**src/ldh_pkg.sv**
```systemverilog
`default_nettype none

package ldh_pkg;

   localparam int CSR_IDX_BITS = 1;

   localparam logic [CSR_IDX_BITS-1:0] CSR_MIN_EVENT = 1'd0;
   localparam logic [CSR_IDX_BITS-1:0] CSR_STABILIZE = 1'd1;

   localparam logic [31:0] MIN_EVENT_RESET = 32'd3000;
   localparam logic [31:0] STABILIZE_RESET = 32'd0;

   localparam logic MODE_DETECT = 1'b0;
   localparam logic MODE_SWEEP  = 1'b1;

   typedef enum logic [1:0] {
      ST_IDLE,
      ST_DET,
      ST_SWEEP,
      ST_FLUSH
   } state_type;

endpackage

`default_nettype wire

```
**src/label_event_debounce_hold.sv**
```systemverilog
// Per-label debounce with hold timer. A detection word (mode 0) of an
// inactive label starts its pending time if none is pending and raises the
// label once it has been present for stabilize_time_ms; every detection
// refreshes the label's last-seen time. A sweep word (mode 1) lowers every
// active label not seen for more than min_event_duration_ms, one result
// word per change in ascending label order, the final one marked last; a
// sweep without changes returns one empty word. Pending and last-seen
// times live in two one-port-read RAMs; flags are flip-flops. A detection
// reads the RAM, then updates; a sweep is accepted, reads the RAM once per
// label, checks the final label and then sends the final word. Either one
// can also be held while a stalled result word blocks it. Detections of
// labels not below LABELS are dropped without a result.
`default_nettype none

module label_event_debounce_hold #(
   parameter int LABELS    = 16,
   parameter int TIME_BITS = 48
) (
   input  wire logic                             clock,
   input  wire logic                             reset,
   input  wire logic                             req_valid,
   output logic                                  req_stall,
   input  wire logic                             req_mode,
   input  wire logic [3:0]                       req_label,
   input  wire logic [TIME_BITS-1:0]             req_now_ms,
   output logic                                  rsp_valid,
   input  wire logic                             rsp_stall,
   output logic                                  rsp_event_valid,
   output logic [3:0]                            rsp_event_label,
   output logic                                  rsp_level,
   output logic                                  rsp_last,
   input  wire logic                             csr_valid,
   output logic                                  csr_ready,
   input  wire logic [ldh_pkg::CSR_IDX_BITS-1:0] csr_index,
   input  wire logic [31:0]                      csr_data
);

   import ldh_pkg::*;

   localparam int LW = $clog2(LABELS);

   state_type state_ff, state_in;

   logic [31:0]          min_ff, stab_ff;
   logic [LW-1:0]        idx_ff, idx_in;
   logic [TIME_BITS-1:0] now_ff, now_in;
   logic [LABELS-1:0]    active_ff, active_in;
   logic [LABELS-1:0]    pvalid_ff, pvalid_in;
   logic [LABELS-1:0]    svalid_ff, svalid_in;
   logic [LW:0]          rd_cnt_ff, rd_cnt_in;
   logic                 chk_vld_ff, chk_vld_in;
   logic [LW-1:0]        chk_idx_ff, chk_idx_in;
   logic                 hold_vld_ff, hold_vld_in;
   logic [LW-1:0]        hold_idx_ff, hold_idx_in;

   logic                 rsp_valid_ff, rsp_valid_in;
   logic                 rsp_evv_ff, rsp_lvl_ff, rsp_last_ff;
   logic [3:0]           rsp_lab_ff;

   logic                 push, push_evv, push_lvl, push_last;
   logic [3:0]           push_lab;

   logic                 pend_wr, pend_rd, seen_wr, seen_rd;
   logic [LW-1:0]        pend_rd_addr, seen_rd_addr;
   logic [TIME_BITS-1:0] pend_rdata, seen_rdata;

   logic                 req_accept, out_free, in_range;
   logic [TIME_BITS-1:0] since;
   logic [TIME_BITS:0]   pend_diff, seen_diff;
   logic                 stab_ok, raise, chk_lower, blocked;

   ldh_ram #(.WIDTH(TIME_BITS), .DEPTH(LABELS)) u_pend_ram (
      .clock   (clock),
      .wr_en   (pend_wr),
      .wr_addr (idx_ff),
      .wr_data (now_ff),
      .rd_en   (pend_rd),
      .rd_addr (pend_rd_addr),
      .rd_data (pend_rdata)
   );

   ldh_ram #(.WIDTH(TIME_BITS), .DEPTH(LABELS)) u_seen_ram (
      .clock   (clock),
      .wr_en   (seen_wr),
      .wr_addr (idx_ff),
      .wr_data (now_ff),
      .rd_en   (seen_rd),
      .rd_addr (seen_rd_addr),
      .rd_data (seen_rdata)
   );

   assign req_stall  = (state_ff != ST_IDLE);
   assign req_accept = req_valid && !req_stall;
   assign out_free   = !rsp_valid_ff || !rsp_stall;
   assign in_range   = (32'(req_label) < LABELS);
   assign csr_ready  = 1'b1;

   // saturating elapsed time checks
   assign since     = pvalid_ff[idx_ff] ? pend_rdata : now_ff;
   assign pend_diff = {1'b0, now_ff} - {1'b0, since};
   assign stab_ok   = pend_diff[TIME_BITS] ? (stab_ff == 32'd0)
                                           : (pend_diff[TIME_BITS-1:0] >= TIME_BITS'(stab_ff));
   assign raise     = !active_ff[idx_ff] && stab_ok;

   assign seen_diff = {1'b0, now_ff} - {1'b0, seen_rdata};
   assign chk_lower = chk_vld_ff && svalid_ff[chk_idx_ff] && active_ff[chk_idx_ff] &&
                      !seen_diff[TIME_BITS] &&
                      (seen_diff[TIME_BITS-1:0] > TIME_BITS'(min_ff));
   assign blocked   = chk_lower && hold_vld_ff && !out_free;

   always_comb begin
      state_in     = state_ff;
      idx_in       = idx_ff;
      now_in       = now_ff;
      active_in    = active_ff;
      pvalid_in    = pvalid_ff;
      svalid_in    = svalid_ff;
      rd_cnt_in    = rd_cnt_ff;
      chk_vld_in   = chk_vld_ff;
      chk_idx_in   = chk_idx_ff;
      hold_vld_in  = hold_vld_ff;
      hold_idx_in  = hold_idx_ff;
      push         = 1'b0;
      push_evv     = 1'b0;
      push_lab     = 4'd0;
      push_lvl     = 1'b0;
      push_last    = 1'b0;
      pend_wr      = 1'b0;
      pend_rd      = 1'b0;
      pend_rd_addr = LW'(req_label);
      seen_wr      = 1'b0;
      seen_rd      = 1'b0;
      seen_rd_addr = rd_cnt_ff[LW-1:0];

      unique case (state_ff)
         ST_IDLE: begin
            if (req_accept) begin
               now_in = req_now_ms;
               idx_in = LW'(req_label);
               if (req_mode == MODE_SWEEP) begin
                  rd_cnt_in   = '0;
                  chk_vld_in  = 1'b0;
                  hold_vld_in = 1'b0;
                  state_in    = ST_SWEEP;
               end else if (in_range) begin
                  pend_rd  = 1'b1;
                  state_in = ST_DET;
               end
            end
         end
         ST_DET: begin
            if (!raise || out_free) begin
               if (!active_ff[idx_ff] && !pvalid_ff[idx_ff]) begin
                  pend_wr = 1'b1;
               end
               if (raise) begin
                  active_in[idx_ff] = 1'b1;
                  pvalid_in[idx_ff] = 1'b0;
                  push      = 1'b1;
                  push_evv  = 1'b1;
                  push_lab  = 4'(idx_ff);
                  push_lvl  = 1'b1;
                  push_last = 1'b1;
               end else if (!active_ff[idx_ff]) begin
                  pvalid_in[idx_ff] = 1'b1;
               end
               seen_wr           = 1'b1;
               svalid_in[idx_ff] = 1'b1;
               state_in          = ST_IDLE;
            end
         end
         ST_SWEEP: begin
            if (!blocked) begin
               if (chk_lower) begin
                  active_in[chk_idx_ff] = 1'b0;
                  if (hold_vld_ff) begin
                     push     = 1'b1;
                     push_evv = 1'b1;
                     push_lab = 4'(hold_idx_ff);
                  end
                  hold_vld_in = 1'b1;
                  hold_idx_in = chk_idx_ff;
               end
               if (rd_cnt_ff != (LW+1)'(LABELS)) begin
                  seen_rd    = 1'b1;
                  chk_vld_in = 1'b1;
                  chk_idx_in = rd_cnt_ff[LW-1:0];
                  rd_cnt_in  = rd_cnt_ff + 1'b1;
               end else begin
                  chk_vld_in = 1'b0;
                  state_in   = ST_FLUSH;
               end
            end
         end
         ST_FLUSH: begin
            if (out_free) begin
               push      = 1'b1;
               push_evv  = hold_vld_ff;
               push_lab  = hold_vld_ff ? 4'(hold_idx_ff) : 4'd0;
               push_last = 1'b1;
               state_in  = ST_IDLE;
            end
         end
         default: state_in = ST_IDLE;
      endcase

      if (push) begin
         rsp_valid_in = 1'b1;
      end else begin
         rsp_valid_in = rsp_valid_ff && rsp_stall;
      end
   end

   always_ff @(posedge clock) begin
      if (reset) begin
         state_ff     <= ST_IDLE;
         min_ff       <= MIN_EVENT_RESET;
         stab_ff      <= STABILIZE_RESET;
         active_ff    <= '0;
         pvalid_ff    <= '0;
         svalid_ff    <= '0;
         rd_cnt_ff    <= '0;
         chk_vld_ff   <= 1'b0;
         hold_vld_ff  <= 1'b0;
         rsp_valid_ff <= 1'b0;
      end else begin
         state_ff     <= state_in;
         active_ff    <= active_in;
         pvalid_ff    <= pvalid_in;
         svalid_ff    <= svalid_in;
         rd_cnt_ff    <= rd_cnt_in;
         chk_vld_ff   <= chk_vld_in;
         hold_vld_ff  <= hold_vld_in;
         rsp_valid_ff <= rsp_valid_in;
         if (csr_valid && csr_ready) begin
            unique case (csr_index)
               CSR_MIN_EVENT: min_ff  <= csr_data;
               CSR_STABILIZE: stab_ff <= csr_data;
               default: ;
            endcase
         end
      end
   end

   always_ff @(posedge clock) begin
      idx_ff      <= idx_in;
      now_ff      <= now_in;
      chk_idx_ff  <= chk_idx_in;
      hold_idx_ff <= hold_idx_in;
      if (push) begin
         rsp_evv_ff  <= push_evv;
         rsp_lab_ff  <= push_lab;
         rsp_lvl_ff  <= push_lvl;
         rsp_last_ff <= push_last;
      end
   end

   assign rsp_valid       = rsp_valid_ff;
   assign rsp_event_valid = rsp_evv_ff;
   assign rsp_event_label = rsp_lab_ff;
   assign rsp_level       = rsp_lvl_ff;
   assign rsp_last        = rsp_last_ff;

endmodule

`default_nettype wire

```
**src/ldh_ram.sv**
```systemverilog
`default_nettype none

module ldh_ram #(
   parameter int WIDTH = 48,
   parameter int DEPTH = 16
) (
   input  wire logic                     clock,
   input  wire logic                     wr_en,
   input  wire logic [$clog2(DEPTH)-1:0] wr_addr,
   input  wire logic [WIDTH-1:0]         wr_data,
   input  wire logic                     rd_en,
   input  wire logic [$clog2(DEPTH)-1:0] rd_addr,
   output logic      [WIDTH-1:0]         rd_data
);

   logic [WIDTH-1:0] mem_ff [DEPTH];
   logic [WIDTH-1:0] rd_data_ff;

   always_ff @(posedge clock) begin
      if (wr_en) begin
         mem_ff[wr_addr] <= wr_data;
      end
      if (rd_en) begin
         rd_data_ff <= mem_ff[rd_addr];
      end
   end

   assign rd_data = rd_data_ff;

endmodule

`default_nettype wire

```
**config.mk**
```make
export PLATFORM = sky130hd
export DESIGN_NAME = label_event_debounce_hold
export DESIGN_NICKNAME = d
export VERILOG_FILES = /design/src/ldh_pkg.sv /design/src/label_event_debounce_hold.sv /design/src/ldh_ram.sv
export SDC_FILE = /design/constraint.sdc
export NUM_CORES = 2
export LEC_CHECK = 0
export BUFFER_PORTS_ARGS = -buffer_cell sky130_fd_sc_hd__buf_2
export CORE_MARGIN = 4
export CORE_UTILIZATION = 57
export CTS_CLUSTER_SIZE = 10
export DETAILED_ROUTE_END_ITERATION = 8
export PLACE_DENSITY = 0.74
export SLEW_MARGIN = 15
export SYNTH_ARGS = -nofsm -noshare
export SYNTH_HDL_FRONTEND = slang
export SYNTH_SLANG_ARGS = --single-unit
```
**constraint.sdc**
```tcl
create_clock -name clock -period 11.9 [get_ports clock]
set_input_delay 1.19 -clock clock [delete_from_list [all_inputs] [get_ports clock]]
set_output_delay 1.19 -clock clock [all_outputs]
set_load 0.02 [all_outputs]
```
==> results.txt <==
The run finished with clean final reports. The initial standard-cell utilization of the core came out at 57.6%. Detailed placement finished with a half-perimeter wire length of 121000 µm.

The number of storage elements in the synthesis netlist is 1821. The number of max-slew violations in the final report was 0. The worst hold path begins at min_ff[2].

The total routing resource utilization after global routing came out at 29.2%. The number of hold buffers added after CTS was 0. The share of final-layout standard cells stronger than drive strength 1 is 22.5%. The cell count of the worst hold path is 2. Leaving out filler cells and counting taps, the final layout contains 6222. The maximum number of pins on one net before global-route repair came out at ~100.

The total CTS buffers came out at 204. The slew of the pin with the lowest slew margin came out at ~1200 ps. The total grt overflow came out at 0. The worst slew slack as a fraction of its limit came out at 19.4%. Leaving out fill and tap cells, the most frequent cell in the layout is sky130_fd_sc_hd__edfxtp_1. Prior to clock tree synthesis, the placed netlist has a worst setup slack of ~2000 ps. The number of nets produced by synthesis came out at 4454. The most used flip-flop cell after synthesis is sky130_fd_sc_hd__edfxtp_1. The number of enable flip-flop cells after synthesis is roughly 1700. The count of boundary I/O pins is a little over 100. The total power per unit cell area is 165 nW/µm². The worst setup path is launched from a register. The layout-stage area growth over the synthesis result is 11.4%. The share of total power in combinational logic is a little under a tenth.

The power after layout came out at ~14 mW. The number of global-route vias before repair is 41900. The count of standard-cell rows is 133. Cell internal power was estimated by the tool at around 11 mW. Counting distinct cell types in the post-synthesis netlist gives 98. The total setup violations reported at the end of the flow came out at 0. The total of cells resized after clock tree synthesis came out at 0. Setup repair after global routing left no endpoint under its margin. The worst register-to-register path ends at u_pend_ram.mem_ff[11][15]. Leaving out fill and tap cells, the most frequent cells in the layout are sky130_fd_sc_hd__edfxtp_1 (1699), sky130_fd_sc_hd__mux4_2 (489), sky130_fd_sc_hd__nand2_1 (272). The floorplan step set the die width to 373 µm. The post-synthesis simple-gate area fraction came out at under 10%.

The H-tree was split into 4 levels. The worst path arrival time came out at ~10000 ps. The number of clock sinks is about 1800. After floorplanning, the core was sized to cover ~130000 µm². The initial antenna violation count came out at 11. STA classifies the critical path endpoint as a register. In the routed design, unresolved DRC markers number 0.

The startpoint identified for the worst register-to-register timing path is idx_ff[0]. The critical path's slowest cell is sky130_fd_sc_hd__mux4_4. The peak per-stage delay on the critical path is 1060 ps. Net switching is 23.3% of the power. Measured along the y axis, the die boundary spans between 300 and 400 µm. Sequential cells were found to cover 70.2% of the synthesized design area.

For the worst setup path, the data required time is 12380 ps. The count of placed standard cells including taps is 5952. The number of standard cells after synthesis came out at 4199.

The number of buffers inserted by post-CTS setup repair came out at 0. The category of the most critical setup path is register to register. Once detail routing completed, the nets flagged for antenna violations numbered 0. The final cell utilization of the core is between 60% and 70%. The number of filler cells placed in the layout is between 8000 and 9000. The multiplexer fraction of the synthesized cell area came out at 15.2%. Summed over all nets, the switching power comes to 3.25 mW. The total number of vias is 41900. The critical-path maximum fanout came out at 50. The global-route wire length before repair is slightly below 300000 µm. The number of maximum-capacitance constraint violations came out at 0. Summing the areas of all fa, ha and maj instances in the mapped netlist gives 2.71% of the synthesized area. The root buffer selected by CTS is sky130_fd_sc_hd__clkbuf_16.

The worst path setup slack after routing is 2000 ps. For this run, the post-layout net count is 4660. The number of iterations in the first detailed-routing pass is 5. The number of buffers between clock root and the deepest sink is 3. The number of DRC markers in iteration 0 came out at 5856. The worst-case IR drop observed on VDD is between 100 and 150 µV. The TritonCTS clock tree is yes. The XOR/XNOR share of the synthesized area is 0.920%.

The clock latency on the worst-skew pair came out at 830 ps. The final routed wire length divided by cell count is 32.5 µm. The sequential cell fraction of total power came out at 51.5%.

The proportion of synthesized flip-flops having asynchronous set or reset is 0%. After detailed routing, the number of vias per cell comes to 6.73. The worst path in the final design needs a cycle of slightly below 10000 ps, including I/O delays and setup. At the end of routability-driven placement, the weighted congestion stood at 0.951.

The end point of the worst hold path is min_ff[2]. The number of warning messages in the yosys log came out at 0. The number of cells on the worst reg-to-reg path is 28.

The main combinational cell family by area after synthesis is multiplexers. The power share of the clock group is 39.4%. The share of the synthesized area in compound gates (AO/OA/AOI/OAI) is slightly above 5%. The final-report hold violation count was 0. The synthesized cell area came out at 76100 µm². For flop-to-flop paths, the worst setup slack is 2000 ps.

The number of input and output port buffers inserted came out at a little under 100. In this run the static leakage power is 27.3 nW. In this run the worst hold path is classified as register to register. The floorplan step defined a die boundary enclosing between 100000 and 150000 µm².

The maximum clock frequency is ~100 MHz. The final worst-path cycle share came out at 83.2%. The register clock-pin slew on the reported worst setup and hold paths came out at about 60 ps. A synthesized cell averages 18.1 µm².

The maximum clock skew at final layout is 54.2 ps. The total routed wirelength came out at 202000 µm.
==> power by group through the flow <==
| stage | Combinational [mW] | Clock [mW] | Sequential, mW |
|---|---|---|---|
| 6_report | 1.28 | 5.50 | 7.18 |
| 3_5_place_dp | 1.26 | 0 | 7.31 |
| 5_1_grt | 1.39 | 5.88 | 7.18 |
| 4_1_cts | 1.27 | 5.57 | 7.18 |
| 3_3_place_gp | 1.25 | 0 | 7.31 |
| 2_1_floorplan | 0.799 | 0 | 7.34 |
==> kinds of logic after synthesis <==
logic type      after synthesis
buf+inv                     355
compound gates              587
other cells                   1
flops                      1821
fa+ha+maj                   164
xor+xnor                     80
mux                         545
simple gates                646
==> metal layers <==
metal | global-route usage (%) | wire (µm) | vias up
met5 | 0 | 27 | -
met4 | 8.80 | 5890 | 4
met3 | 6.84 | 20700 | 315
met2 | 45.0 | 95100 | 2432
met1 | 42.4 | 80600 | 21700
li1 | - | - | 17400
==> critical path, delay by kind of cell (launching register included) <==
family / cells / cell delay [ps]
flops: 1 / 900
compound gates: 11 / 2770
simple gates: 8 / 2370
fa+ha+maj: 3 / 820
mux: 2 / 1660
buf+inv: 3 / 810
xor+xnor: 1 / 90
==> worst max-delay path by stage <==
stage | startpoint | endpoint | slack [ps] | cells past startpoint
3_3_place_gp | idx_ff[0] | u_pend_ram.mem_ff[14][37] | 2050 | 28
2_1_floorplan | idx_ff[0] | u_pend_ram.mem_ff[9][0] | -320 | 29
4_1_cts | idx_ff[0] | u_pend_ram.mem_ff[14][19] | 1970 | 28
6_report | idx_ff[0] | u_pend_ram.mem_ff[11][15] | 2000 | 28
5_1_grt | idx_ff[0] | u_pend_ram.mem_ff[11][15] | 1420 | 26
3_5_place_dp | idx_ff[0] | u_pend_ram.mem_ff[14][35] | 1980 | 28
==> sequential cells by signal (all words and copies together) (netlist names), 5 cells and up, named ones only <==
signal and cells:
rd_cnt_ff 5, u_seen_ram.mem_ff 768, svalid_ff 16, min_ff 32
stab_ff 32, u_pend_ram.rd_data 48, active_ff 16, u_seen_ram.rd_data 48
u_pend_ram.mem_ff 768, now_ff 48
==> synthesized netlist by cell type, types with 41 or more instances <==
master                     count  area [µm²]
sky130_fd_sc_hd__dfxtp_1     122        2440
sky130_fd_sc_hd__nand4_1      55         344
sky130_fd_sc_hd__mux2i_1      54         541
sky130_fd_sc_hd__edfxtp_1   1699       51000
sky130_fd_sc_hd__xnor2_1      50         438
sky130_fd_sc_hd__nand2_1     272        1020
sky130_fd_sc_hd__nand3_1      41         205
sky130_fd_sc_hd__nor2_1      109         409
sky130_fd_sc_hd__clkbuf_1    145         544
sky130_fd_sc_hd__o21ai_0     102         510
sky130_fd_sc_hd__nor3_1       53         265
sky130_fd_sc_hd__inv_1       144         541
sky130_fd_sc_hd__ha_1        162        2030
sky130_fd_sc_hd__mux4_2      490       11000
sky130_fd_sc_hd__a21oi_1     205        1030
==> cell type report <==
class                      count  area, µm²  share of cell area, %
clock inverter                21        362                  0.426
clock buffer                 242       5260                   6.20
multi-input combinational   2023      21500                   25.4
tap                         1755       2200                   2.59
timing repair buffer         208       1420                   1.67
sequential                  1821      53500                   63.1
inverter                     147        552                  0.651
antenna                        5       12.5                 0.0148
==> through the flow <==
| stage | hold WS, ps | setup TNS [ps] | cell area, µm² |
|---|---|---|---|
| 2_1_floorplan | 406 | -30830 | 76100 |
| 3_3_place_gp | 443 | 0 | 79100 |
| 3_5_place_dp | 449 | 0 | 79100 |
| 4_1_cts | 458 | 0 | 84700 |
| 5_1_grt | 479 | 0 | 84800 |
| 6_report | 459 | 0 | 84800 |
Power figures use the tool's default switching activity.
